==> src/iopm_ram.sv <==
`timescale 1ns / 1ps
// ----------------------------------------------------------------------------
// iopm_ram
// Generic single-write, single-read RAM with registered read data.
// ----------------------------------------------------------------------------
module iopm_ram #(
	parameter int WIDTH = 8,
	parameter int DEPTH = 16
) (
	input  logic                     clk,
	input  logic                     we,
	input  logic [$clog2(DEPTH)-1:0] waddr,
	input  logic [WIDTH-1:0]         wdata,
	input  logic [$clog2(DEPTH)-1:0] raddr,
	output logic [WIDTH-1:0]         rdata
);

	logic [WIDTH-1:0] mem [DEPTH];

	always_ff @(posedge clk) begin
		if (we) begin
			mem[waddr] <= wdata;
		end
		rdata <= mem[raddr];
	end

endmodule

==> config.mk <==
export PLATFORM = sky130hd
export DESIGN_NAME = iopm_ram
export DESIGN_NICKNAME = d
export VERILOG_FILES = /design/src/iopm_ram.sv
export SDC_FILE = /design/constraint.sdc
export NUM_CORES = 1
export LEC_CHECK = 0
export BUFFER_PORTS_ARGS = -buffer_cell sky130_fd_sc_hd__buf_2
export CORE_MARGIN = 4
export CORE_UTILIZATION = 53
export CTS_BUF_LIST = sky130_fd_sc_hd__clkbuf_16
export CTS_CLUSTER_DIAMETER = 100
export DETAILED_ROUTE_END_ITERATION = 6
export PLACE_DENSITY = 0.73
export RECOVER_POWER = 25
export SLEW_MARGIN = 5
export SYNTH_ARGS = -nofsm -noshare
export SYNTH_HDL_FRONTEND = slang
export SYNTH_SLANG_ARGS = --single-unit
==> constraint.sdc <==
create_clock -name clk -period 1.8 [get_ports clk]
set_input_delay 0.27 -clock clk [delete_from_list [all_inputs] [get_ports clk]]
set_output_delay 0.27 -clock clk [all_outputs]
set_load 0.02 [all_outputs]
-- After elaboration in Yosys (flattened, before gate mapping)
Memory sizes are Yosys's and may differ from the RTL's. A register that Yosys moved wholly into a read port is not among the register bits.
Cells that the tools add are included.
- bits of input ports: 18
- flip-flop bits (word level): 0
- output and inout bits: 8
- memory bits (writable): 128
- memories kept: 1
- memory list (memory ; depth ; width ; rd ports ; clocked after Yosys merged registers in ; write ports ; RTL line ; text):
    mem ; 16 ; 8 ; 1 ; 1 ; 1 ; 18 ; logic [WIDTH-1:0] mem [DEPTH];
- muxes and demuxes: 2
- operators with widths (kind ; count):
    1-bit 2-to-1 mux ; 2

-- Logic depth before layout (Yosys ltp)
Gate-level depths: netlist (run 1).
- depth in word-level cells: 2
- mapped depth: 5
- mapped depth without buffers: 3

-- Worst setup path after synthesis (run 1)
OpenSTA, ideal clock, no wires.
- path kind: input-to-reg
- start point: input port waddr[2]
- end point: memory mem[0][0] (enable)
- buffers on the path: 0
- slack: 0.037 ns
- stages: 2
- setup time: 0.383 ns
- data required time: 1.417 ns
- arrival time: 1.380 ns
- path through: or3b_2 > nor3_1
- RTL lines (item ; RTL line ; text):
    start: declaration ; 12 ; input logic [$clog2(DEPTH)-1:0] waddr,
    end: declaration ; 18 ;
No word-level cell before the write port.

==> qor.log, run 1 <==
[floorplan] starting density of the core 55.2%
[place] GPL Wtd Cong 0.752
[yosys] area share of the largest cell type after synthesis 74.7%
[grt] Congestion Overflow GR 0
[cts] Post-CTS Setup Bufs 0
[worst_setup_path] count of cells along the worst register-to-register path 3
[yosys] post-synth net total 247
[yosys] area leader, netlist edfxtp_1
[yosys] combinational family with the most area after synthesis multiplexers
[cts] clock root buffer master clkbuf_16
[floorplan] Boundary Pins 26
[place] HPWL reported at the end of detailed placement 6.09 mm
[yosys] main area contributors after synthesis edfxtp_1, mux4_2, mux4_1
[min_path] number of cells traversed by the worst hold path 1
[cts] TritonCTS Sinks 136
[sta] ratio of final minimum period to clock period 78.4%
[yosys] number of warnings printed during yosys synthesis 0
[worst_setup_path] origin of the critical flop-to-flop path mem[9][4]
[layout] Total Nets Final 302
[sta] Setup Total Neg Slack 0 ps
[sta] Final Setup Violations 0
[cts] clock latency of the later-clocked register in the worst-skew pair 410 ps
[layout] post-synthesis to final-layout area growth 19.1%
[routing] first drt pass iteration count 7
[sta] clock period minus final worst setup slack 1410 ps
[cts] number of buffers inserted by hold repair at cts 0
[power_and_ir_drop] total leakage power 2.08 nW
[sta] RSZ-0062 raised after global routing false
[min_path] hold path endpoint mem[6][5]
[place] number of I/O port buffers 25
[cts] CTS H-Tree Depth 4
[cts] maximum buffer depth of the clock tree 2
[cts] total clock buffers created by CTS 17
[routing] total via count after detailed routing 2488
[floorplan] area of the die 11400 sq um
[routing] DR WL/cell 22.6 microns
[grt] overall global routing resource usage 18.6%
[sta] Worst Clk Skew 12.4 ps
[cts] number of instances resized during post-cts repair 0
[sta] worst slew margin relative to its limit 51.4%
[worst_setup_path] classification of the worst setup path flop to flop
[floorplan] number of rows in the core area 35
[worst_setup_path] Arrival @ worst endpoint 1690 ps
[worst_setup_path] CP required 2080 ps
[yosys] sequential share of the synthesized area 77.8%
[routing] Iter 0 DRT Violations 216
[yosys] compound-cell area share of the yosys netlist 2.33%
[cts] clock-pin slew on the worst setup and hold paths 60 ps
[power_and_ir_drop] power per cell area 1190 nW/um^2
[yosys] portion of netlist area occupied by mux cells 15.0%
[sta] fmax 0.709 GHz
[grt] wire length of the first global-routing pass 14.8 mm
[worst_setup_path] Critical Path Sink Type flop
[worst_setup_path] worst reg2reg path endpoint rdata[4]
[yosys] xor and xnor area share after synthesis 0%
[min_path] launch point of the worst hold path wdata[5]
[routing] DRC violations left 0
[worst_setup_path] kind of launch point of the worst setup path flop
[layout] utilization after layout 65.7%
[routing] Via density 5.85
[cts] clock tree from TritonCTS built
[floorplan] Core ar. 9330 sq um
[yosys] number of distinct library cell variants in the gate-level netlist after synthesis 19
[yosys] average instance area after synthesis 22.5 sq um
[sta] worst slew pin tran 728 ps
[grt] pin count of the biggest net entering global routing 33
[layout] Diodes inserted 0
[outcome] outcome complete, no violations
[yosys] post-synthesis instance area 5150 sq um
[yosys] flip-flop and latch count after synthesis 136
[floorplan] Die Wd 107 microns
[yosys] Post-Synth Simple-Gate Area 3.18%
[run] maximum capacitance violations 0
[sta] Slew Limit Fails 0
[routing] wire length after detailed routing 9.61 mm
[worst_setup_path] slack of the worst reg-to-reg path 390 ps
[power_and_ir_drop] worst vdd ir 0.691 mV
[yosys] Post-Synth Adder-Cell Area 0%
[floorplan] die extent in y 107 microns
[routing] antenna-violating nets left 0
[grt] vias in the first global route 2566
[power_and_ir_drop] post-route total power 7.31 mW
[grt] initial antenna violation count 0
[min_path] Hold Crit Class input port to flop
[sta] number of hold-slack violations in the final timing report 0
[yosys] number of instances in the synthesized netlist 229
[layout] ratio of cells with drive above 1 in the final layout 29.4%
[worst_setup_path] crit-path max FO 1
-- flip-flops by register name, summed over array words and instances (netlist names) --
name   cells
mem      128
rdata      8
-- cell type report --
class                           instances  area [sq um]
Tap cell                              129           161
Sequential cell                       136          4000
Clock inverter                         14           159
Timing Repair Buffer                   46           325
Multi-Input combinational cell         83          1060
Fill cell                             593          3200
Clock buffer                           17           425
-- routing by layer --
metal | up-vias | wire length [microns] | GRT usage [%]
li1 | 1083 | - | -
met5 | - | 0 | 0
met2 | 108 | 4770 | 28.4
met4 | 0 | 172 | 7.95
met1 | 1286 | 3990 | 25.4
met3 | 11 | 676 | 5.28
-- synth_stat cells --
| master | number |
|---|---|
| edfxtp_1 | 128 |
| mux4_2 | 18 |
| a22oi_1 | 16 |
| mux4_1 | 14 |
| nor2_1 | 13 |
| nand2_1 | 9 |
| dfxtp_1 | 8 |
| nor3_1 | 4 |
| buf_2 | 3 |
| buf_6 | 3 |
| clkdlybuf4s25_2 | 3 |
| nand2b_1 | 2 |
| nand3b_1 | 2 |
| and2_1 | 1 |
| and2b_1 | 1 |
| buf_4 | 1 |
| nand3_1 | 1 |
| nor2b_1 | 1 |
| or3b_2 | 1 |
-- worst max path at each step --
stage / slack (ps) / start / to
after floorplan: 40 / waddr[2] / mem[0][0]
after detailed placement: 80 / raddr[0] / rdata[4]
final: 390 / mem[9][4] / rdata[4]
after CTS: 360 / mem[9][4] / rdata[4]
after global routing: 340 / mem[9][4] / rdata[4]
after global placement: 70 / raddr[0] / rdata[2]
-- per-stage QoR --
step / worst slack [ps] / cell area [sq um] / hold WS, ps / instances
6_report: 389 / 6130 / 275 / 425
4_1_cts: 355 / 6140 / 244 / 425
2_1_floorplan: 37.1 / 5150 / 369 / 229
5_1_grt: 345 / 6130 / 285 / 425
3_5_place_dp: 77.1 / 5560 / 669 / 394
3_3_place_gp: 69.7 / 5560 / 659 / 394
-- cells by family after synthesis --
family / count (synthesis)
AOI/OAI and AO/OA: 16
buffers and inverters: 10
DFF: 136
muxes: 32
and+or+nand+nor: 35
-- critical path, cell delays in order (launching register included) --
cell	delay (ps)
edfxtp_1	370
mux4_1	510
a22oi_1	290
nand2_1	110
-- report_power, final --
part / internal [mW] / switching [mW] / total [mW]
clock: 2.15 / 1.24 / 3.39
sequential: 3.54 / 0.0205 / 3.56
combinational: 0.150 / 0.210 / 0.360
-- cell usage in the layout, fill, tap and decap left out, types with 3 or more instances in the layout --
| cell type | n |
|---|---|
| edfxtp_1 | 128 |
| clkinvlp_4 | 4 |
| nor2_1 | 13 |
| buf_12 | 4 |
| buf_4 | 17 |
| a22oi_1 | 16 |
| mux4_2 | 18 |
| buf_2 | 19 |
| dfxtp_1 | 8 |
| clkbuf_1 | 6 |
| nand2_1 | 9 |
| mux4_1 | 14 |
| bufinv_16 | 3 |
| clkbuf_16 | 17 |
| nor3_1 | 4 |
(Power assumes the default switching activity.)
==> run 2, diff against run 1 <==
- clock period: 1.8 -> 1.16 ns (I/O delays scaled with it)
==> qor.log, run 2 (same netlist as run 1, synthesis figures left out) <==
[routing] DR WL/cell 23.0 microns [+1.6%]
[layout] final standard cell count with taps included and fillers excluded 447 [+5.2%]
[place] number of I/O port buffers 25 [unchanged]
[place] area after detailed placement 5730 sq um [+3.1%]
[cts] Post-CTS Setup Bufs 0 [unchanged]
[floorplan] Core ar. 9330 sq um [unchanged]
[power_and_ir_drop] Int Pwr 8.91 mW [+52%]
[sta] ratio of final minimum period to clock period 110% [+32 points]
[sta] Worst Clk Skew 5.52 ps [-6.92 ps]
[grt] wire length of the first global-routing pass 16.2 mm [+9.6%]
[routing] first drt pass iteration count 5 [-2]
[cts] CTS H-Tree Depth 4 [unchanged]
[layout] number of fillers in the final layout 585 [-1.3%]
[place] instance count after placement with tap cells included 415 [+5.3%]
[power_and_ir_drop] total leakage power 2.15 nW [+3.2%]
[place] GPL Wtd Cong 0.759 [+0.90%]
[layout] registers with the highest flip-flop counts mem: 128 flops, rdata: 8 flops
[routing] total via count after detailed routing 2579 [+3.7%]
[grt] vias in the first global route 2699 [+5.2%]
[power_and_ir_drop] fraction of power consumed by the clock network 44.8% [-1.5 points]
[place] HPWL reported at the end of detailed placement 6.70 mm [+10%]
[layout] flip-flop count of the largest register after layout 128 [unchanged]
[power_and_ir_drop] power per cell area 1770 nW/um^2 [+49%]
[worst_setup_path] kind of launch point of the worst setup path flop
[sta] RSZ-0062 raised after global routing true
[layout] Total Nets Final 323 [+7.0%]
[layout] most frequent cells in the layout edfxtp_1, buf_4, mux4_2, buf_2, clkbuf_16
[routing] antenna-violating nets left 0 [unchanged]
[floorplan] Die Wd 107 microns [unchanged]
[worst_setup_path] classification of the worst setup path flop to flop
[floorplan] die extent in y 107 microns [unchanged]
[sta] final critical-path setup slack -117 ps [-505 ps]
[cts] clock root buffer master clkbuf_16
[layout] most common cell after layout, fill and taps aside edfxtp_1
[run] maximum capacitance violations 0 [unchanged]
[cts] total clock buffers created by CTS 17 [unchanged]
[grt] Congestion Overflow GR 0 [unchanged]
[layout] Most flops, register mem
[routing] Iter 0 DRT Violations 214 [-0.93%]
[sta] fmax 0.783 GHz [+11%]
[outcome] violations in the final reports setup timing
[cts] maximum buffer depth of the clock tree 2 [unchanged]
[layout] Diodes inserted 0 [unchanged]
[cts] clock tree from TritonCTS built
[sta] number of hold-slack violations in the final timing report 0 [unchanged]
[grt] pin count of the biggest net entering global routing 17 [-48%]
[sta] Final Setup Violations 8 [+8]
[worst_setup_path] CP required 1440 ps [-640 ps]
[cts] clock latency of the later-clocked register in the worst-skew pair 400 ps [about the same]
[layout] ratio of cells with drive above 1 in the final layout 43.4% [+14 points]
[cts] TritonCTS Sinks 136 [unchanged]
[floorplan] starting density of the core 55.2% [unchanged]
[worst_setup_path] Arrival @ worst endpoint 1560 ps [-130 ps]
[outcome] outcome complete, but fails checks
[grt] initial antenna violation count 0 [unchanged]
[power_and_ir_drop] worst vdd ir 1.11 mV [+60%]
[sta] Slew Limit Fails 0 [unchanged]
[layout] Layout Cell Area excl Fill 6320 sq um [+3.1%]
[power_and_ir_drop] switching part of the total 20.5% [+0.48 points]
[routing] wire length after detailed routing 10.3 mm [+6.8%]
[sta] worst slew pin tran 909 ps [+182 ps]
[layout] post-synthesis to final-layout area growth 22.8%
[grt] overall global routing resource usage 20.0% [+1.4 points]
[sta] clock period minus final worst setup slack 1280 ps [-135 ps]
[worst_setup_path] Critical Path Sink Type flop
[worst_setup_path] crit-path max FO 1 [unchanged]
[power_and_ir_drop] Seq pwr share 49.4% [+0.7 points]
[power_and_ir_drop] Combinational Power Share 5.7% [+0.8 points]
[power_and_ir_drop] switching power of the nets 2.30 mW [+57%]
[cts] number of buffers inserted by hold repair at cts 0 [unchanged]
[floorplan] number of rows in the core area 35 [unchanged]
[cts] clock-pin slew on the worst setup and hold paths 50 ps [about the same]
[floorplan] area of the die 11400 sq um [unchanged]
[sta] worst-case hold slack 163 ps [-112 ps]
[min_path] Hold Crit Class input port to flop
[routing] DRC violations left 0 [unchanged]
[sta] worst slew margin relative to its limit 39.2% [-12 points]
[floorplan] Boundary Pins 26 [unchanged]
[routing] Via density 5.77 [-1.4%]
[run 2: changes by cell type in the layout (fill, tap and decap cells not counted), moves of 2 or more]
cell and change:
buf_4 +20, mux4_1 -14, mux4_2 +14, a22oi_1 -8, a22oi_2 +8, nor3_1 -4
nor2_1 -3, nor2_4 +3, nor3_2 +3, clkinv_2 +2, clkinv_4 +2
[run 2: layer usage]
metal  wire, microns  part of all wire, %  global-route usage, %
met1            4300                   42                   28.8
met2            5100                   50                   30.8
met5               0                    0                      0
met4             131                  1.3                   6.48
met3             736                  7.2                   4.61
[run 2: path summary, 6_finish.rpt]
check              from  depth (start not counted)         to  slack (ps)
min            wdata[5]                          1  mem[1][5]         160
max reg2reg  mem[11][6]                          3   rdata[6]        -120
max          mem[11][6]                          3   rdata[6]        -120
min reg2reg   mem[4][1]                          3   rdata[1]         680
[run 2: cell type report]
type	count	area (sq um)	share of cell area (%)
clock inverter	15	140	2.22
multi-input combinational	83	1100	17.3
tap	129	161	2.55
sequential	136	4000	63.3
timing repair buffer	67	495	7.84
clock buffer	17	425	6.73
[run 2: timing repair]
| item | 4_1_cts | 5_1_grt |
|---|---|---|
| setup endpoints to repair | 8 | 8 |
| endpoints found under the hold margin | 0 | 0 |
| pin swaps | 5 | 1 |
| gates resized for setup | 7 | 2 |
| cloned | 0 | 0 |
[run 2: through the flow]
| stage | TNS, ps | setup WS, ps | power (mW) | utilization (%) |
|---|---|---|---|---|
| after floorplan | -1760 | -147 | 5.97 | - |
| after detailed placement | -25030 | -455 | 6.27 | 61.4 |
| final | -685 | -117 | 11.2 | 67.8 |
| after CTS | -713 | -125 | 11.2 | 67.8 |
| after global placement | -20540 | -431 | 6.25 | 61.4 |
| after global routing | -1070 | -166 | 11.5 | 67.8 |
[run 2: critical path, cell delays in order (launching register included)]
cell	delay (ps)
edfxtp_1	360
mux4_2	480
a22oi_2	220
nand2_1	90
[run 2: power groups by stage]
stage | registers [mW] | logic, mW | clock network (mW)
after global placement | 5.63 | 0.611 | 0
after floorplan | 5.66 | 0.313 | 0
after CTS | 5.54 | 0.647 | 5.06
after global routing | 5.55 | 0.697 | 5.31
final | 5.54 | 0.643 | 5.02
after detailed placement | 5.64 | 0.626 | 0
