--- src/iopm_pkg.sv ---
`timescale 1ns / 1ps
// ----------------------------------------------------------------------------
// iopm_pkg
// Shared sizes, codes and port bundles for the IO page map table.
// ----------------------------------------------------------------------------
package iopm_pkg;

	localparam int EA_PAGES   = 4096;
	localparam int IO_PAGES   = 512;
	localparam int PAGE_SHIFT = 20;

	localparam int EA_PG_W = $clog2(EA_PAGES);
	localparam int IO_PG_W = $clog2(IO_PAGES);
	localparam int APG_W   = 32 - PAGE_SHIFT;          // page number of a 32-bit address
	localparam int SPG_W   = 30 - PAGE_SHIFT;          // page number of a 30-bit size
	localparam int CNT_W   = SPG_W;
	localparam int CHK_W   = ((APG_W > SPG_W) ? APG_W : SPG_W) + 1;
	localparam int CLR_N   = (EA_PAGES > IO_PAGES) ? EA_PAGES : IO_PAGES;
	localparam int IDX_W   = $clog2(CLR_N) + 1;
	localparam int FWD_W   = IO_PG_W + 1;              // valid + io page
	localparam int REV_W   = EA_PG_W + 1;              // valid + ea page

	localparam logic [31:0] PAGE_MASK = (32'd1 << PAGE_SHIFT) - 32'd1;
	localparam logic [31:0] WIN_RESET = 32'hC000_0000;

	localparam logic [1:0] ST_OK         = 2'd0;
	localparam logic [1:0] ST_MISALIGNED = 2'd1;
	localparam logic [1:0] ST_NOT_MAPPED = 2'd2;
	localparam logic [1:0] ST_NO_ROOM    = 2'd3;

	localparam logic [2:0] OP_MAP      = 3'd0;
	localparam logic [2:0] OP_AUTO_MAP = 3'd1;
	localparam logic [2:0] OP_UNMAP_EA = 3'd2;
	localparam logic [2:0] OP_UNMAP_IO = 3'd3;
	localparam logic [2:0] OP_EA_TO_IO = 3'd4;
	localparam logic [2:0] OP_IO_TO_EA = 3'd5;

	typedef struct packed {
		logic               we;
		logic [EA_PG_W-1:0] waddr;
		logic [FWD_W-1:0]   wdata;
		logic [EA_PG_W-1:0] raddr;
	} fwd_req_t;

	typedef struct packed {
		logic               we;
		logic [IO_PG_W-1:0] waddr;
		logic [REV_W-1:0]   wdata;
		logic [IO_PG_W-1:0] raddr;
	} rev_req_t;

	typedef struct packed {
		logic               we;
		logic [IO_PG_W-1:0] waddr;
		logic [CNT_W-1:0]   wdata;
		logic [IO_PG_W-1:0] raddr;
	} cnt_req_t;

endpackage

--- src/iopm_rng.sv ---
`timescale 1ns / 1ps
// ----------------------------------------------------------------------------
// iopm_rng
// Shared range check: flags when base plus length passes a table limit.
// ----------------------------------------------------------------------------
module iopm_rng (
	input  logic [iopm_pkg::CHK_W-1:0] base,
	input  logic [iopm_pkg::CHK_W-1:0] len,
	input  logic [iopm_pkg::CHK_W-1:0] lim,
	output logic                       over
);

	logic [iopm_pkg::CHK_W:0] sum;

	assign sum  = {1'b0, base} + {1'b0, len};
	assign over = sum > {1'b0, lim};

endmodule

--- src/iopm_seq.sv ---
`timescale 1ns / 1ps
// ----------------------------------------------------------------------------
// iopm_seq
// Sequencer: clear sweep, decode, table walks and result register.
// ----------------------------------------------------------------------------
module iopm_seq (
	input  logic                      clk,
	input  logic                      arst_n,
	input  logic [31:0]               win_mask,
	input  logic                      in_valid,
	output logic                      in_ready,
	input  logic [2:0]                op,
	input  logic [31:0]               address,
	input  logic [31:0]               io_offset,
	input  logic [29:0]               size,
	output logic                      out_valid,
	input  logic                      out_ready,
	output logic [1:0]                status,
	output logic [31:0]               result_address,
	output iopm_pkg::fwd_req_t        fwd_req,
	output iopm_pkg::rev_req_t        rev_req,
	output iopm_pkg::cnt_req_t        cnt_req,
	input  logic [iopm_pkg::FWD_W-1:0] fwd_rd,
	input  logic [iopm_pkg::REV_W-1:0] rev_rd,
	input  logic [iopm_pkg::CNT_W-1:0] cnt_rd
);

	localparam logic [4:0] S_CLEAR    = 5'd0;
	localparam logic [4:0] S_IDLE     = 5'd1;
	localparam logic [4:0] S_DEC      = 5'd2;
	localparam logic [4:0] S_M_IO1    = 5'd3;
	localparam logic [4:0] S_M_IO2    = 5'd4;
	localparam logic [4:0] S_M_EA     = 5'd5;
	localparam logic [4:0] S_WRITE    = 5'd6;
	localparam logic [4:0] S_SRCH_RD  = 5'd7;
	localparam logic [4:0] S_SRCH_CHK = 5'd8;
	localparam logic [4:0] S_U_EA     = 5'd9;
	localparam logic [4:0] S_U_FWD    = 5'd10;
	localparam logic [4:0] S_U_IO     = 5'd11;
	localparam logic [4:0] S_U_CNT    = 5'd12;
	localparam logic [4:0] S_U_C1     = 5'd13;
	localparam logic [4:0] S_U_C2     = 5'd14;
	localparam logic [4:0] S_UNMAP    = 5'd15;
	localparam logic [4:0] S_R_CHK    = 5'd16;
	localparam logic [4:0] S_R_DAT    = 5'd17;
	localparam logic [4:0] S_T_CHK    = 5'd18;
	localparam logic [4:0] S_T_DAT    = 5'd19;
	localparam logic [4:0] S_DONE     = 5'd20;

	logic [4:0]                     state_q;
	logic [2:0]                     op_q;
	logic [31:0]                    addr_q;
	logic [31:0]                    io_q;
	logic [29:0]                    size_q;
	logic [iopm_pkg::EA_PG_W-1:0]   ea_pg_q;
	logic [iopm_pkg::IO_PG_W-1:0]   io_pg_q;
	logic [iopm_pkg::CNT_W-1:0]     cnt_q;
	logic [iopm_pkg::CHK_W-1:0]     cand_q;
	logic [iopm_pkg::IDX_W-1:0]     idx_q;
	logic [iopm_pkg::IDX_W-1:0]     run_q;
	logic [1:0]                     status_q;
	logic [31:0]                    res_q;

	logic [iopm_pkg::APG_W-1:0]     a_pg;
	logic [iopm_pkg::APG_W-1:0]     i_pg;
	logic [iopm_pkg::SPG_W-1:0]     pages;
	logic [31:0]                    a_low;
	logic                           io_mis;
	logic                           size_mis;
	logic [iopm_pkg::IDX_W-1:0]     run_n;
	logic [iopm_pkg::IDX_W-1:0]     idx_inc;
	logic [iopm_pkg::EA_PG_W-1:0]   ea_ptr;
	logic [iopm_pkg::IO_PG_W-1:0]   io_ptr;
	logic [iopm_pkg::CHK_W-1:0]     chk_base;
	logic [iopm_pkg::CHK_W-1:0]     chk_len;
	logic [iopm_pkg::CHK_W-1:0]     chk_lim;
	logic                           chk_over;

	localparam logic [iopm_pkg::CHK_W-1:0] EA_LIM = iopm_pkg::CHK_W'(iopm_pkg::EA_PAGES);
	localparam logic [iopm_pkg::CHK_W-1:0] IO_LIM = iopm_pkg::CHK_W'(iopm_pkg::IO_PAGES);
	localparam logic [iopm_pkg::CHK_W-1:0] ONE    = iopm_pkg::CHK_W'(1);

	assign a_pg     = iopm_pkg::APG_W'(addr_q >> iopm_pkg::PAGE_SHIFT);
	assign i_pg     = iopm_pkg::APG_W'(io_q >> iopm_pkg::PAGE_SHIFT);
	assign pages    = iopm_pkg::SPG_W'(size_q >> iopm_pkg::PAGE_SHIFT);
	assign a_low    = addr_q & iopm_pkg::PAGE_MASK;
	assign io_mis   = |(io_q & iopm_pkg::PAGE_MASK);
	assign size_mis = |(size_q & iopm_pkg::PAGE_MASK[29:0]);
	assign run_n    = rev_rd[iopm_pkg::REV_W-1] ? '0 : run_q + 1'b1;
	assign idx_inc  = idx_q + 1'b1;
	assign ea_ptr   = iopm_pkg::EA_PG_W'(ea_pg_q + idx_q);
	assign io_ptr   = iopm_pkg::IO_PG_W'(io_pg_q + idx_q);

	iopm_rng u_rng (
		.base (chk_base),
		.len  (chk_len),
		.lim  (chk_lim),
		.over (chk_over)
	);

	// range check operands
	always_comb begin
		chk_base = '0;
		chk_len  = ONE;
		chk_lim  = IO_LIM;
		unique case (state_q)
			S_M_IO1: chk_base = iopm_pkg::CHK_W'(i_pg);
			S_M_IO2: begin
				chk_base = iopm_pkg::CHK_W'(i_pg);
				chk_len  = iopm_pkg::CHK_W'(pages);
			end
			S_M_EA: begin
				chk_base = iopm_pkg::CHK_W'(op_q == iopm_pkg::OP_MAP ? a_pg : a_pg);
				chk_len  = iopm_pkg::CHK_W'(pages);
				chk_lim  = EA_LIM;
			end
			S_U_EA: begin
				chk_base = cand_q;
				chk_lim  = EA_LIM;
			end
			S_U_IO: chk_base = iopm_pkg::CHK_W'(io_pg_q);
			S_U_C1: begin
				chk_base = iopm_pkg::CHK_W'(ea_pg_q);
				chk_len  = iopm_pkg::CHK_W'(cnt_q);
				chk_lim  = EA_LIM;
			end
			S_U_C2: begin
				chk_base = iopm_pkg::CHK_W'(io_pg_q);
				chk_len  = iopm_pkg::CHK_W'(cnt_q);
			end
			S_R_CHK: chk_base = iopm_pkg::CHK_W'(a_pg);
			S_T_CHK: begin
				chk_base = iopm_pkg::CHK_W'(a_pg);
				chk_lim  = EA_LIM;
			end
			default: ;
		endcase
	end

	// table ports
	always_comb begin
		fwd_req       = '0;
		rev_req       = '0;
		cnt_req       = '0;
		fwd_req.raddr = iopm_pkg::EA_PG_W'(cand_q);
		rev_req.raddr = iopm_pkg::IO_PG_W'(a_pg);
		cnt_req.raddr = io_pg_q;
		unique case (state_q)
			S_CLEAR: begin
				fwd_req.we    = idx_q < iopm_pkg::IDX_W'(iopm_pkg::EA_PAGES);
				fwd_req.waddr = iopm_pkg::EA_PG_W'(idx_q);
				rev_req.we    = idx_q < iopm_pkg::IDX_W'(iopm_pkg::IO_PAGES);
				rev_req.waddr = iopm_pkg::IO_PG_W'(idx_q);
				cnt_req.we    = rev_req.we;
				cnt_req.waddr = rev_req.waddr;
			end
			S_WRITE: begin
				fwd_req.we    = 1'b1;
				fwd_req.waddr = ea_ptr;
				fwd_req.wdata = {1'b1, io_ptr};
				rev_req.we    = 1'b1;
				rev_req.waddr = io_ptr;
				rev_req.wdata = {1'b1, ea_ptr};
				cnt_req.we    = idx_q == '0;
				cnt_req.waddr = io_pg_q;
				cnt_req.wdata = iopm_pkg::CNT_W'(pages);
			end
			S_UNMAP: begin
				fwd_req.we    = 1'b1;
				fwd_req.waddr = ea_ptr;
				rev_req.we    = 1'b1;
				rev_req.waddr = io_ptr;
				cnt_req.we    = idx_q == '0;
				cnt_req.waddr = io_pg_q;
			end
			S_SRCH_RD: rev_req.raddr = iopm_pkg::IO_PG_W'(idx_q);
			S_T_CHK:   fwd_req.raddr = iopm_pkg::EA_PG_W'(a_pg);
			default: ;
		endcase
	end

	always_ff @(posedge clk or negedge arst_n) begin
		if (!arst_n) begin
			state_q  <= S_CLEAR;
			idx_q    <= '0;
			op_q     <= '0;
			addr_q   <= '0;
			io_q     <= '0;
			size_q   <= '0;
			ea_pg_q  <= '0;
			io_pg_q  <= '0;
			cnt_q    <= '0;
			cand_q   <= '0;
			run_q    <= '0;
			status_q <= '0;
			res_q    <= '0;
		end else begin
			unique case (state_q)
				S_CLEAR: begin
					idx_q <= idx_inc;
					if (idx_inc == iopm_pkg::IDX_W'(iopm_pkg::CLR_N)) begin
						state_q <= S_IDLE;
					end
				end
				S_IDLE: begin
					if (in_valid) begin
						op_q    <= op;
						addr_q  <= address;
						io_q    <= io_offset;
						size_q  <= size;
						state_q <= S_DEC;
					end
				end
				S_DEC: begin
					status_q <= iopm_pkg::ST_NO_ROOM;
					res_q    <= '0;
					idx_q    <= '0;
					run_q    <= '0;
					cand_q   <= iopm_pkg::CHK_W'(a_pg);
					state_q  <= S_DONE;
					unique case (op_q)
						iopm_pkg::OP_MAP: begin
							if (io_mis || size_mis) begin
								status_q <= iopm_pkg::ST_MISALIGNED;
							end else if (pages == '0) begin
								status_q <= iopm_pkg::ST_OK;
							end else begin
								state_q <= S_M_IO1;
							end
						end
						iopm_pkg::OP_AUTO_MAP: begin
							if (size_mis) begin
								status_q <= iopm_pkg::ST_MISALIGNED;
							end else if (pages == '0) begin
								status_q <= iopm_pkg::ST_OK;
							end else begin
								state_q <= S_SRCH_RD;
							end
						end
						iopm_pkg::OP_UNMAP_EA, iopm_pkg::OP_UNMAP_IO: begin
							if (a_low != '0) begin
								status_q <= iopm_pkg::ST_MISALIGNED;
							end else begin
								state_q <= (op_q == iopm_pkg::OP_UNMAP_EA) ? S_U_EA : S_R_CHK;
							end
						end
						iopm_pkg::OP_EA_TO_IO: begin
							if ((addr_q & win_mask) != '0) begin
								status_q <= iopm_pkg::ST_OK;
								res_q    <= addr_q & ~win_mask;
							end else begin
								state_q <= S_T_CHK;
							end
						end
						iopm_pkg::OP_IO_TO_EA: state_q <= S_R_CHK;
						default: ;
					endcase
				end
				S_M_IO1: state_q <= chk_over ? S_DONE : S_M_IO2;
				S_M_IO2: begin
					io_pg_q <= iopm_pkg::IO_PG_W'(i_pg);
					state_q <= chk_over ? S_DONE : S_M_EA;
				end
				S_M_EA: begin
					ea_pg_q <= iopm_pkg::EA_PG_W'(a_pg);
					idx_q   <= '0;
					state_q <= chk_over ? S_DONE : S_WRITE;
				end
				S_WRITE: begin
					idx_q <= idx_inc;
					if (idx_inc == iopm_pkg::IDX_W'(pages)) begin
						status_q <= iopm_pkg::ST_OK;
						if (op_q == iopm_pkg::OP_AUTO_MAP) begin
							res_q <= 32'(io_pg_q) << iopm_pkg::PAGE_SHIFT;
						end
						state_q <= S_DONE;
					end
				end
				S_SRCH_RD: state_q <= S_SRCH_CHK;
				S_SRCH_CHK: begin
					run_q <= run_n;
					idx_q <= idx_inc;
					if (run_n == iopm_pkg::IDX_W'(pages)) begin
						io_pg_q <= iopm_pkg::IO_PG_W'(idx_inc - iopm_pkg::IDX_W'(pages));
						state_q <= S_M_EA;
					end else if (idx_inc == iopm_pkg::IDX_W'(iopm_pkg::IO_PAGES)) begin
						state_q <= S_DONE;
					end else begin
						state_q <= S_SRCH_RD;
					end
				end
				S_U_EA: begin
					ea_pg_q <= iopm_pkg::EA_PG_W'(cand_q);
					state_q <= chk_over ? S_DONE : S_U_FWD;
				end
				S_U_FWD: begin
					io_pg_q <= fwd_rd[iopm_pkg::IO_PG_W-1:0];
					if (!fwd_rd[iopm_pkg::FWD_W-1]) begin
						status_q <= iopm_pkg::ST_NOT_MAPPED;
						state_q  <= S_DONE;
					end else begin
						state_q <= S_U_IO;
					end
				end
				S_U_IO: state_q <= chk_over ? S_DONE : S_U_CNT;
				S_U_CNT: begin
					cnt_q <= cnt_rd;
					if (cnt_rd == '0) begin
						status_q <= iopm_pkg::ST_NOT_MAPPED;
						state_q  <= S_DONE;
					end else begin
						state_q <= S_U_C1;
					end
				end
				S_U_C1: state_q <= chk_over ? S_DONE : S_U_C2;
				S_U_C2: begin
					idx_q   <= '0;
					state_q <= chk_over ? S_DONE : S_UNMAP;
				end
				S_UNMAP: begin
					idx_q <= idx_inc;
					if (idx_inc == iopm_pkg::IDX_W'(cnt_q)) begin
						status_q <= iopm_pkg::ST_OK;
						state_q  <= S_DONE;
					end
				end
				S_R_CHK: state_q <= chk_over ? S_DONE : S_R_DAT;
				S_R_DAT: begin
					cand_q <= iopm_pkg::CHK_W'(rev_rd[iopm_pkg::EA_PG_W-1:0]);
					if (!rev_rd[iopm_pkg::REV_W-1]) begin
						status_q <= iopm_pkg::ST_NOT_MAPPED;
						state_q  <= S_DONE;
					end else if (op_q == iopm_pkg::OP_UNMAP_IO) begin
						state_q <= S_U_EA;
					end else begin
						status_q <= iopm_pkg::ST_OK;
						res_q    <= (32'(rev_rd[iopm_pkg::EA_PG_W-1:0]) << iopm_pkg::PAGE_SHIFT)
							| a_low;
						state_q  <= S_DONE;
					end
				end
				S_T_CHK: state_q <= chk_over ? S_DONE : S_T_DAT;
				S_T_DAT: begin
					if (!fwd_rd[iopm_pkg::FWD_W-1]) begin
						status_q <= iopm_pkg::ST_NOT_MAPPED;
					end else begin
						status_q <= iopm_pkg::ST_OK;
						res_q    <= (32'(fwd_rd[iopm_pkg::IO_PG_W-1:0]) << iopm_pkg::PAGE_SHIFT)
							| a_low;
					end
					state_q <= S_DONE;
				end
				S_DONE: begin
					if (out_ready) begin
						state_q <= S_IDLE;
					end
				end
				default: state_q <= S_IDLE;
			endcase
		end
	end

	assign in_ready       = state_q == S_IDLE;
	assign out_valid      = state_q == S_DONE;
	assign status         = status_q;
	assign result_address = res_q;

endmodule

--- config.mk ---
export PLATFORM = sky130hd
export DESIGN_NAME = iopm_seq
export DESIGN_NICKNAME = d
export VERILOG_FILES = /design/src/iopm_pkg.sv /design/src/iopm_rng.sv /design/src/iopm_seq.sv
export SDC_FILE = /design/constraint.sdc
export NUM_CORES = 1
export LEC_CHECK = 0
export BUFFER_PORTS_ARGS = -buffer_cell sky130_fd_sc_hd__buf_2
export CAP_MARGIN = 10
export CORE_MARGIN = 2
export CORE_UTILIZATION = 48
export DETAILED_ROUTE_END_ITERATION = 8
export PLACE_DENSITY = 0.74
export SLEW_MARGIN = 20
export SYNTH_ARGS = -nofsm -noshare
export SYNTH_HDL_FRONTEND = slang
export SYNTH_HIERARCHICAL = 1
export SYNTH_SLANG_ARGS = --single-unit
--- constraint.sdc ---
create_clock -name clk -period 6 [get_ports clk]
set_clock_uncertainty 0.2 [all_clocks]
set_input_delay 0.9 -clock clk [delete_from_list [all_inputs] [get_ports clk]]
set_output_delay 0.9 -clock clk [all_outputs]
set_load 0.05 [all_outputs]
Word level (Yosys, flattened, before mapping)
Cells that the tools add are included.
Storage, ports and cells
  flip-flop bits (word level): 206
  logic and storage cells: 171
  ROM bits: 0
  bits in latches: 0
  memories kept: 0
  input port bits: 166
  memory bits (writable): 0
Operators by class
  bitwise gates (word level): 5
  shift operators: 0
  reductions and logical operators: 32
  add/subtract/negate cells: 6
  mux-type cells: 69
  multipliers: 0
  order comparisons: 3
  equality and inequality tests: 43
  divide/modulo/power cells: 0
Operators by type and width (number)
  32-bit 2-to-1 mux: 7
  32-bit one-hot mux with 4 select lines: 1
  5-bit 2-to-1 mux: 24
  5-bit one-hot mux with 21 select lines: 1
  13-bit one-hot mux with 2 select lines: 4
  13-bit one-hot mux with 5 select lines: 1
  32-bit bitwise AND: 2
  32-bit nonzero test: 2
  10-bit one-hot mux with 2 select lines: 3
  5-bit by 4-bit == test with 1-bit output (second input constant): 8
  20-bit OR reduction: 2
  13-bit by 10-bit == test with 1-bit output: 3
  13-bit 2-to-1 mux: 3
  32-bit inverter: 1
  32-bit by 20-bit bitwise OR with 32-bit output: 1
  29-bit by 20-bit bitwise OR with 29-bit output: 1
  9-bit one-hot mux with 3 select lines: 1
  13-bit by 1-bit adder with 13-bit output (second input constant): 2
  5-bit == test (second input constant): 5
  5-bit one-hot mux with 5 select lines: 1
  2-bit 2-to-1 mux: 12
  12-bit one-hot mux with 2 select lines: 1
  2-bit != test (second input constant): 11
  5-bit by 3-bit == test with 1-bit output (second input constant): 4
  other kinds (37): 57

Logic depth before layout (Yosys ltp)
  word-level depth: 7
  depth in mapped cells: 27

Hierarchy
The synthesis kept the hierarchy.
By module, submodules not included
  iopm_seq: cells each 1389, times used 1, area each 12924.9 um2, sequential area each 5129.9 um2
  iopm_rng: cells each 133, times used 1, area each 957.2 um2, sequential area each 0.0 um2

Worst setup path before layout
Ideal clock, no wire load.
  path kind: register to register
  from: register state_q[2]
  to: register state_q[4]
  arrival time: 4.981 ns
  cell stages (with the launch flop): 25
  period minus slack after synthesis: 5.303 ns
  path slack: 0.697 ns
  setup time: 0.122 ns
  cells stage by stage: dfrtp_1 -> clkbuf_1 -> buf_1 -> clkbuf_1 -> nand2_1 -> a211oi_1 -> clkbuf_1 -> a22oi_1 -> nand2_1 -> ha_1 -> a21oi_2 -> nand2_2 -> a221o_1 -> or4_1 -> o311ai_1 -> ha_1 -> a21oi_1 -> a21oi_1 -> o31ai_1 -> nand4_1 -> a22oi_1 -> nand3_1 -> or3_1 -> a21oi_1 -> a2bb2oi_1
On the way
  longest elaborated chain between the ends: 7
  elaborated cells between the ends (all ways): 46
RTL lines
  start, declared: RTL line iopm_seq.sv:50  | logic [4:0] state_q;
  start signal, assigned: RTL line iopm_seq.sv:244  | state_q <= (op_q == iopm_pkg::OP_UNMAP_EA) ? S_U_EA : S_R_CHK;
  start signal, assigned: RTL line iopm_seq.sv:259  | S_M_IO1: state_q <= chk_over ? S_DONE : S_M_IO2;
  start signal, assigned: RTL line iopm_seq.sv:262  | state_q <= chk_over ? S_DONE : S_M_EA;
  5-bit == test (tied with other cells): RTL line iopm_seq.sv:106  | unique case (state_q)
  3-bit OR reduction (no source line) / 2-bit OR reduction (equally long branches)
  13-bit one-hot mux with 5 select lines (*): RTL line iopm_seq.sv:106
  named net chk_base (one bit): RTL line iopm_seq.sv:74  | logic [iopm_pkg::CHK_W-1:0] chk_base;
  13-bit by 10-bit adder with 14-bit output (*): RTL line iopm_rng.sv:15  | assign sum = {1'b0, base} + {1'b0, len};
  14-bit by 13-bit > comparator with 1-bit output (*): RTL line iopm_rng.sv:16  | assign over = sum > {1'b0, lim};
  named net chk_over: RTL line iopm_seq.sv:77  | logic chk_over;
  5-bit 2-to-1 mux (tied with other cells): RTL line iopm_seq.sv:318  | state_q <= chk_over ? S_DONE : S_UNMAP;
  5-bit one-hot mux with 21 select lines (*): RTL line iopm_seq.sv:198  | unique case (state_q)
The timed path passes the listed nets; every way through them passes the cells marked *.
A chain may end at the register's enable or synchronous reset.

Final worst setup path
  from: register state_q[1]
  to: register state_q[4]
The elaborated chain is that of the path after synthesis.

==> out/summary.txt <==
Vias in the first global route: 12.8k
Hold Violations, Final: 0
Die Span Y: 174 um
Clock sink count: 205
Grt met2 use: 0.498
Worst-skew pair later-pin latency: 540 ps
Die W: 174 um
Max-Cap Viols: 0
Status: finished clean
Clk buf depth: 3
Max VDD drop: 0.278 mV
First-pass GRT wire length: 75000 um
Max Clk Rate: 177 MHz
Global Route met3 Usage: 0.0499
Synth Warn #: 6
Starting Density: 0.485
Final TNS setup: 0 ps
DRT Pass-1 Iters: 6
CTS tree: yes
Post-synth EDFFs: 0
Final Setup Violations: 0
Final WL: 49000 um
CP Capture Type: flop
Asr flop ratio synth: 1.00
CP startpoint kind: flop
Pwr dens: 539 mW/mm^2
Worst Path Required: 6220 ps
Synth top area share: 0.370
Synth area leader: dfrtp_1
Crit path kind: reg2reg
Syn_area_per_cell: 9.12 um^2
Initial antenna violation count: 5
Post-synth top cells: 205 x dfrtp_1, 196 x nand2_1, 131 x mux2_2
Post-DP HPWL: 37400 um
Io pins: 298
Layer with the highest usage: met2
Final ANT Viol Nets: 0
Largest net degree at the start of global routing: 105
Gr usage total: 0.316
IO Port Bufs: 297
Die ar.: 0.0303 mm^2
RR Startpoint: state_q[1]
Clock-pin slew on the worst setup and hold paths: 60 ps
Most common cell in the netlist: dfrtp_1
RSZ-0062 raised after global routing: no
Seq cells post-synth: 205
Static Leak: 7.86 nW
CTS root buffer: clkbuf_16
Remaining DRCs: 0
Total grt overflow: 0
Unique cell type count in the Yosys netlist: 80
Met1 usage: 0.436
Synth Instances: 1522
Via count: 13.5k
Mapped Area: 0.0139 mm^2
Rows: 62
Drt wl/cell: 22.3 um
H-tree Lvls: 1
Max Slew Vio Count: 0
CTS buffer count: 23
First-iteration detailed-routing DRC count: 1562
Post-synth top flop: dfrtp_1
Layout cells sized above 1: 0.305
Cts hold-fix bufs: 0
Setup crit start: state_q[1]
NumNets Final: 2020
HP Class: in2async
Slew of the pin with the lowest slew margin: 1090 ps
Sequential fraction of the synthesis area: 0.370
Area growth syn-to-layout: 19.8%
Rel. slew slack: 0.272
Core area: 0.0286 mm^2
Tmin final: 5640 ps
Worst EP arrival: 5860 ps
Vias/cell: 6.12
Final period util: 0.941
CP Max Fanout: 15
Top cells by area, synth: dfrtp_1 37%, mux2_2 11%, nand2_1 5.3%, ha_1 5.0%, o21ai_0 4.1%
Placer Congestion: 0.961
Worst hold slack: 208 ps
## cell usage in the layout (no fill, tap or decap), drive strengths merged, types with 13 or more instances in the layout
master and instances:
a21oi 51, a222oi 16, a22oi 54, a31oi 14, and2 14, and3 13, buf 328, clkbuf 31
conb 15, dfrtp 205, ha 56, inv 51, mux2 136, mux2i 15, nand2 199, nand3 34
nand4 13, nor2 110, nor2b 13, nor3 30, nor3b 16, nor4 28, o21ai 149, xnor2 36
xor2 31
## power by group
group | switching, mW | leakage [nW] | internal [mW] | total, mW
Combinational | 2.97 | 4.85 | 1.70 | 4.67
Clock | 0.610 | 0.420 | 0.965 | 1.58
Sequential | 0.764 | 2.59 | 1.95 | 2.71
## path summary, 6_finish.rpt
kind                       slack, ps                end  cells past startpoint
max                              360         state_q[4]                     21
min in group clk                 270  result_address[6]                      2
max in group asynchronous       4250         size_q[24]                      2
min reg2reg                      270  result_address[6]                      2
min                              210         addr_q[19]                      1
max reg2reg                      360         state_q[4]                     21
## cell type report
cell class              instances  area (um^2)
repair buffers                329         1760
well taps                     384          480
clock inverters                12          180
diodes                          6         15.0
fillers                      2568        12000
multi-input cells            1185         8200
clock buffers                  30          672
flip-flops and latches        205         5130
inverters                      50          188
## metal layers
layer / part of all wire / vias up
met5: 0.00022 / -
met4: 0.041 / 2
met3: 0.086 / 119
met2: 0.46 / 739
met1: 0.41 / 6522
li1: - / 6091
## through the flow
step	total power, mW	cell area [um^2]	utilization	cells	worst slack [ps]
after CTS	8.89	16600	0.579	2193	301
after floorplan	5.82	13900	-	1536	697
final	8.96	16600	0.581	2201	355
after global routing	9.45	16600	0.581	2198	0.324
after global placement	7.19	15700	0.549	2151	515
after detailed placement	7.28	15700	0.549	2151	352
## kinds of logic after synthesis
logic type / after synthesis / synth area share
xor gates and xnor gates: 69 / 0.0455
and+or+nand+nor: 510 / 0.177
AOI/OAI and AO/OA: 380 / 0.184
DFF: 205 / 0.370
adders and majority gates: 60 / 0.0562
buffers and inverters: 146 / 0.0458
muxes: 151 / 0.121
other: 1 / 0.000270
## flip-flops by register name (all words and copies together) (netlist names), 9 cells and up
| register | cells |
|---|---|
| addr_q | 32 |
| cand_q | 12 |
| cnt_q | 10 |
| ea_pg_q | 12 |
| idx_q | 13 |
| io_pg_q | 9 |
| io_q | 32 |
| result_address | 32 |
| run_q | 13 |
| size_q | 30 |
## worst max-delay path: stages (launching register included)
cell and delay, ps:
dfrtp_1 630, buf_4 280, nor2b_1 240, and3_1 430, a222oi_1 150, nand2_1 130
ha_1 280, nand2_1 130, nor3_1 60, a221o_1 400, or4_1 410, o311ai_1 110
ha_1 320, a21oi_1 150, a21oi_1 80, o31ai_1 230, nand4_1 290, a22oi_1 260
nand3_1 140, or3_1 380, a21oi_1 130, a2bb2oi_1 100
## timing repair
action / 4_1_cts / 5_1_grt
gates resized for setup: 0 / 1
endpoints found under the setup margin: 0 / 2
buffers inserted: 0 / 2
Note: power is estimated with default switching activity, not from simulation.
